[src/rtl/firpt_pkg.sv]
// ----------------------------------------------------------------------------
// FIR filter, programmable taps: shared package
// Sizes, the default bandpass table and the controller/datapath interface.
// ----------------------------------------------------------------------------
package firpt_pkg;

  localparam int MAX_TAPS     = 512;
  localparam int TAP_W        = $clog2(MAX_TAPS);
  localparam int FILL_W       = TAP_W + 1;
  localparam int SAMPLE_BITS  = 16;
  localparam int FRAC_BITS    = SAMPLE_BITS - 1;
  localparam int PROD_W       = 2 * SAMPLE_BITS;
  localparam int ACC_BITS     = 48;
  localparam int RND_W        = ACC_BITS - FRAC_BITS + 1;
  localparam int TAP_CNT_W    = 10;
  localparam int DEFAULT_TAPS = 63;
  localparam int HALF_TAPS    = 32;

  localparam logic [TAP_CNT_W-1:0] TAP_CNT_RESET = TAP_CNT_W'(DEFAULT_TAPS);

  // input word operation
  typedef enum logic {
    OP_FILTER = 1'b0,
    OP_COEF   = 1'b1
  } fir_op_t;

  // first half of the symmetric default bandpass, Q1.15
  localparam logic signed [SAMPLE_BITS-1:0] BANDPASS_HALF [HALF_TAPS] = '{
    -16'sd1468,  16'sd1058,   16'sd594,   16'sd287,   16'sd186,   16'sd284,
     16'sd485,   16'sd613,    16'sd495,   16'sd90,   -16'sd435,  -16'sd762,
    -16'sd615,   16'sd21,     16'sd821,   16'sd1269,  16'sd982,   16'sd9,
    -16'sd1132, -16'sd1721,  -16'sd1296,  16'sd1,     16'sd1445,  16'sd2136,
     16'sd1570,  16'sd0,     -16'sd1666, -16'sd2413, -16'sd1735, -16'sd2,
     16'sd1770,  16'sd2512
  };

  // controller to datapath
  typedef struct packed {
    logic preload_we;  // write the default tap at the index counter
    logic coef_we;     // store the coefficient word on the input
    logic smp_ld;      // take the sample word, clear the accumulator
    logic idx_clr;
    logic idx_inc;
    logic issue;       // read one tap pair into the MAC pipeline
    logic done;        // load the result register, advance the write pointer
  } dp_cmd_t;

  // datapath to controller
  typedef struct packed {
    logic idx_at_end;   // index counter on the last memory entry
    logic idx_at_last;  // index counter on the last tap in use
    logic pipe_empty;
    logic out_free;
  } dp_sts_t;

  function automatic logic signed [SAMPLE_BITS-1:0] default_coef(
    input logic [TAP_W-1:0] idx
  );
    logic [TAP_W-1:0] h;
    h = '0;
    if (32'(idx) >= DEFAULT_TAPS) begin
      return '0;
    end
    if (32'(idx) < HALF_TAPS) begin
      h = idx;
    end else begin
      h = TAP_W'(DEFAULT_TAPS - 1) - idx;
    end
    return BANDPASS_HALF[h[$clog2(HALF_TAPS)-1:0]];
  endfunction

endpackage

[src/rtl/firpt_ctrl.sv]
// ----------------------------------------------------------------------------
// FIR filter, programmable taps: controller
// Sequences the coefficient preload, item acceptance, the tap walk and drain.
// ----------------------------------------------------------------------------
module firpt_ctrl (
  input  logic              clk,
  input  logic              rst_n,
  input  logic              in_valid,
  input  logic              in_op,
  output logic              in_stall,
  input  firpt_pkg::dp_sts_t sts,
  output firpt_pkg::dp_cmd_t cmd
);
  import firpt_pkg::*;

  localparam logic [1:0] S_PRELOAD = 2'd0;
  localparam logic [1:0] S_IDLE    = 2'd1;
  localparam logic [1:0] S_MAC     = 2'd2;
  localparam logic [1:0] S_DRAIN   = 2'd3;

  logic [1:0] state_r;
  logic [1:0] state_nxt;

  assign in_stall = (state_r != S_IDLE);

  always_comb begin
    state_nxt = state_r;
    cmd       = '0;
    case (state_r)
      S_PRELOAD: begin
        cmd.preload_we = 1'b1;
        if (sts.idx_at_end) begin
          cmd.idx_clr = 1'b1;
          state_nxt   = S_IDLE;
        end else begin
          cmd.idx_inc = 1'b1;
        end
      end
      S_IDLE: begin
        if (in_valid) begin
          if (in_op == OP_FILTER) begin
            cmd.smp_ld  = 1'b1;
            cmd.idx_clr = 1'b1;
            state_nxt   = S_MAC;
          end else begin
            cmd.coef_we = 1'b1;
          end
        end
      end
      S_MAC: begin
        cmd.issue = 1'b1;
        if (sts.idx_at_last) begin
          state_nxt = S_DRAIN;
        end else begin
          cmd.idx_inc = 1'b1;
        end
      end
      S_DRAIN: begin
        // hold until the last product is summed and the output is free
        if (sts.pipe_empty && sts.out_free) begin
          cmd.done  = 1'b1;
          state_nxt = S_IDLE;
        end
      end
      default: begin
        state_nxt = S_PRELOAD;
      end
    endcase
  end

  always_ff @(posedge clk) begin
    if (!rst_n) begin
      state_r <= S_PRELOAD;
    end else begin
      state_r <= state_nxt;
    end
  end

endmodule

[config.mk]
export PLATFORM = sky130hd
export DESIGN_NAME = firpt_ctrl
export DESIGN_NICKNAME = d
export VERILOG_FILES = /design/src/rtl/firpt_pkg.sv /design/src/rtl/firpt_ctrl.sv
export SDC_FILE = /design/constraint.sdc
export NUM_CORES = 1
export LEC_CHECK = 0
export BUFFER_PORTS_ARGS = -buffer_cell sky130_fd_sc_hd__buf_2
export CORE_AREA = 5 5 42 44
export DETAILED_ROUTE_END_ITERATION = 6
export DIE_AREA = 0 0 47 49
export GPL_ROUTABILITY_DRIVEN = 1
export PLACE_DENSITY = 0.38
export SYNTH_ARGS = -nofsm -noshare
export SYNTH_HDL_FRONTEND = slang
export SYNTH_SLANG_ARGS = --single-unit
export TNS_END_PERCENT = 5
[constraint.sdc]
create_clock -name clk -period 1.7 [get_ports clk]
set_input_delay 0.255 -clock clk [delete_from_list [all_inputs] [get_ports clk]]
set_output_delay 0.255 -clock clk [all_outputs]
set_load 0.01 [all_outputs]
---- Yosys cells after proc, flatten, opt, wreduce, memory -nomap -nowiden ----
Cells that the tools add are included.
storage, ports and cells
  bits in registers ....................... 2
  logic and storage cells ................. 32
operators by class
  equality and inequality tests ........... 9
  muxes and demuxes ....................... 19
  reductions and logical operators ........ 3
operators with widths
  cell                                                                     count
  2-bit two-way mux                                                        7
  2-bit inequality test, second input constant                             5
  1-bit two-way mux                                                        8
  2-bit case mux with 4 select lines                                       1
  5-bit AND reduction                                                      1
  2-bit equality test, second input constant                               2
  1-bit case mux with 2 select lines                                       2
  3-bit two-way mux                                                        1
  2-bit by 1-bit equality test with 1-bit output, second input constant    1
  2-bit zero test                                                          1
  2-bit by 1-bit inequality test with 1-bit output, second input constant  1
  1-bit logical AND                                                        1

---- Longest topological paths before layout ----
  word-level depth ........................ 3
  mapped depth ............................ 6
  gate-level depth less buffers ........... 6

---- Worst setup path after synthesis ----
No wires, ideal clock.
  kind .................................... register to register
  from .................................... reg state_r[0]
  to ...................................... reg state_r[0]
  arrival time ............................ 1.443 ns
  setup slack ............................. 0.186 ns
  cell stages (with the launch flop) ...... 7
  buffers on the path ..................... 0
  period minus slack after synthesis ...... 1.514 ns
  cell sequence ........................... dfxtp_1 -> inv_1 -> ha_1 -> clkinv_1 -> o22ai_2 -> a2111oi_4 -> mux2i_1
on the way
  longest elaborated chain between the ends .. 3
RTL lines
  what                                               RTL line          RTL
  start: declaration                                 firpt_ctrl.sv:21  logic [1:0] state_r;
  start signal: assignment                           firpt_ctrl.sv:75  state_r <= state_nxt;
  2-bit equality test, or another cell as far along  firpt_ctrl.sv:29  case (state_r)
  2-bit inequality test (no source line)             n/a
  5-bit AND reduction (no source line)               n/a
Several ways; a longest one is shown, not always the timed one.
A chain may end at the register's enable or synchronous reset.

==> flow_summary.json <==
{
  "min_path_type": "in -> reg",
  "p_sw_frac": 0.420,
  "start_util": 0.171,
  "post_drt_wl_per_cell_um": 9.48,
  "skew_ps": 1.30,
  "root_buffer": "clkbuf_4",
  "post_drt_via_cell_ratio": 3.82,
  "multi_input_area_um2": 180,
  "status": "finished clean",
  "top_regs": "state_r (2)",
  "seq_area_um2": 40.0,
  "htreeDepth": 1,
  "die_height_um": 49,
  "finalWorstSetupSlack_ps": 153,
  "timing.fmax_mhz": 646,
  "ant_nets": 0,
  "instances_no_fill": 62,
  "nets": 61,
  "drc": 0,
  "first_iter_violations": 1,
  "grt_pass1_wl_um": 910,
  "synth-seq-cells": 2,
  "synth_nets": 40,
  "p_seq_frac": 0.148,
  "largest_register_ffs": 2,
  "synth.avg_cell_area_um2": 8.85,
  "max_stage_delay_ps": 360,
  "gp_congestion": 0.667,
  "regMostFlops": "state_r",
  "seq_area_frac_synth": 0.168,
  "clock_sinks": 2,
  "p_int_uw": 332,
  "power.density_mw_per_mm2": 1570,
  "cts_hold_buffers": 0,
  "synthCells": 27,
  "path_max_fanout": 4,
  "final_layout_size_suffix_gt1_frac": 0.478,
  "clkPwrFrac": 0.180,
  "final_cell_mix": "buf_2 (15), nand2_1 (5), ha_1 (5)",
  "grt_max_degree": 5,
  "pin_count": 16,
  "row_count": 14,
  "diodes": 0,
  "synth_cell_types": 13,
  "drt_wl_total_um": 588,
  "vias": 237,
  "cp.arrival_ps": 1290,
  "cp_top_family": "flip-flops",
  "dp_hpwl_um": 530,
  "fin_crit_sh": 0.910,
  "p_sw_uw": 240,
  "cts_setup_buffers": 0,
  "port_buffers": 15,
  "irDropWorstVdd_v": 0.000643,
  "p_leak_nw": 0.204,
  "path_class": "reg -> out",
  "hold_viol_final": 0,
  "grt_pass1_vias": 240,
  "crit_buf_inv": 2,
  "die-area_mm2": 0.00230,
  "first_pass_iters": 2,
  "required_ps": 1440,
  "setup_viol": 0,
  "worst-slew-pin-transition_ps": 324,
  "syn2layout_area_growth_pct": 52.4,
  "grtUsageTotal": 0.0556,
  "die_w_um": 47,
  "finalSetupTns_ps": 0,
  "final_common_cell": "buf_2",
  "antenna_found_initial": 0,
  "cts_buffers": 3,
  "coreArea_mm2": 0.00140,
  "finalMaxSlewViolations": 0,
  "gr-total-overflow": 0,
  "cts_buffer_depth": 2,
  "dp_cells": 59,
  "cts_tree": "done",
  "yosysWarnings": 0,
  "cts_resized": 0,
  "cap_violations": 0,
  "syn_area_um2": 239,
  "pre_cts_ws_ps": 171,
  "clock_latency_ps": 220,
  "combPwrFrac": 0.672,
  "min_period_ps": 1550,
  "n_fill_cell": 165,
  "cts.clk_slew.worst_paths_ps": 30,
  "crit_chain": "inv_1 -> ha_1 -> nand2_1 -> nor2_1 -> a21o_2 -> buf_2",
  "cp_slowest_cell": "dfxtp_1",
  "relSlewSlack": 0.782,
  "rsz0062_at_grt": "false",
  "critPathLaunchType": "register",
  "cp-end-kind": "output port"
}
stage by stage:
stage	hold slack [ps]	area (um^2)	power (mW)	utilization
after floorplan	401	239	0.354	-
after global placement	491	342	0.487	0.244
after detailed placement	492	342	0.482	0.244
after CTS	310	364	0.591	0.260
after global routing	338	364	0.630	0.260
final	319	364	0.572	0.260
metal layers:
metal / GRT usage / up-vias / share of wire
met4: 0.0553 / 0 / 0
met3: 0.0185 / 0 / 0.18
met5: 0 / - / 0
met2: 0.0747 / 13 / 0.43
li1: - / 128 / -
met1: 0.0635 / 96 / 0.40
kinds of logic (layout without fill, tap and decap cells):
logic type,Yosys count,in the layout,synth area share
simple gates,9,9,0.173
fa+ha+maj,5,5,0.262
buf+inv,5,24,0.0785
compound gates,4,4,0.236
mux,2,2,0.0838
flops,2,2,0.168
tightest hold or removal path, stage by stage:
cell	delay (ps)
buf_2	120
nand2_1	60
mux2i_1	50
power groups by stage:
| stage | logic (mW) | registers [mW] | clock network, mW |
|---|---|---|---|
| floorplan | 0.265 | 0.0894 | 0 |
| global placement | 0.402 | 0.0844 | 0 |
| detailed placement | 0.396 | 0.0858 | 0 |
| CTS | 0.396 | 0.0850 | 0.110 |
| global route | 0.430 | 0.0885 | 0.111 |
| finish | 0.384 | 0.0848 | 0.103 |
layout make-up:
class | count | share of cell area
Inverter | 5 | 0.0515
Clock buffer | 3 | 0.0619
Timing Repair Buffer | 16 | 0.227
Sequential cell | 2 | 0.110
Tap cell | 16 | 0.0550
Multi-Input combinational cell | 20 | 0.495
cell usage after synthesis, drive strengths merged:
cell | n | area share
nor2 | 1 | 0.016
clkinv | 1 | 0.016
nor2b | 1 | 0.026
a21o | 1 | 0.037
and3 | 2 | 0.052
dfxtp | 2 | 0.17
a21boi | 1 | 0.031
inv | 4 | 0.063
o22ai | 1 | 0.052
ha | 5 | 0.26
a2111oi | 1 | 0.12
mux2i | 2 | 0.084
nand2 | 5 | 0.079
worst paths after layout:
path | slack (ps) | startpoint | end | cells after the start
worst max register to register | 200 | state_r[1]$_SDFFE_PN0P_ | state_r[1]$_SDFFE_PN0P_ | 6
worst min register to register | 500 | state_r[1]$_SDFFE_PN0P_ | state_r[1]$_SDFFE_PN0P_ | 2
worst min-delay path | 320 | rst_n | state_r[0]$_SDFFE_PN0P_ | 3
worst max-delay path | 150 | state_r[1]$_SDFFE_PN0P_ | cmd[3] | 6
Note: power is estimated with default switching activity, not from simulation.
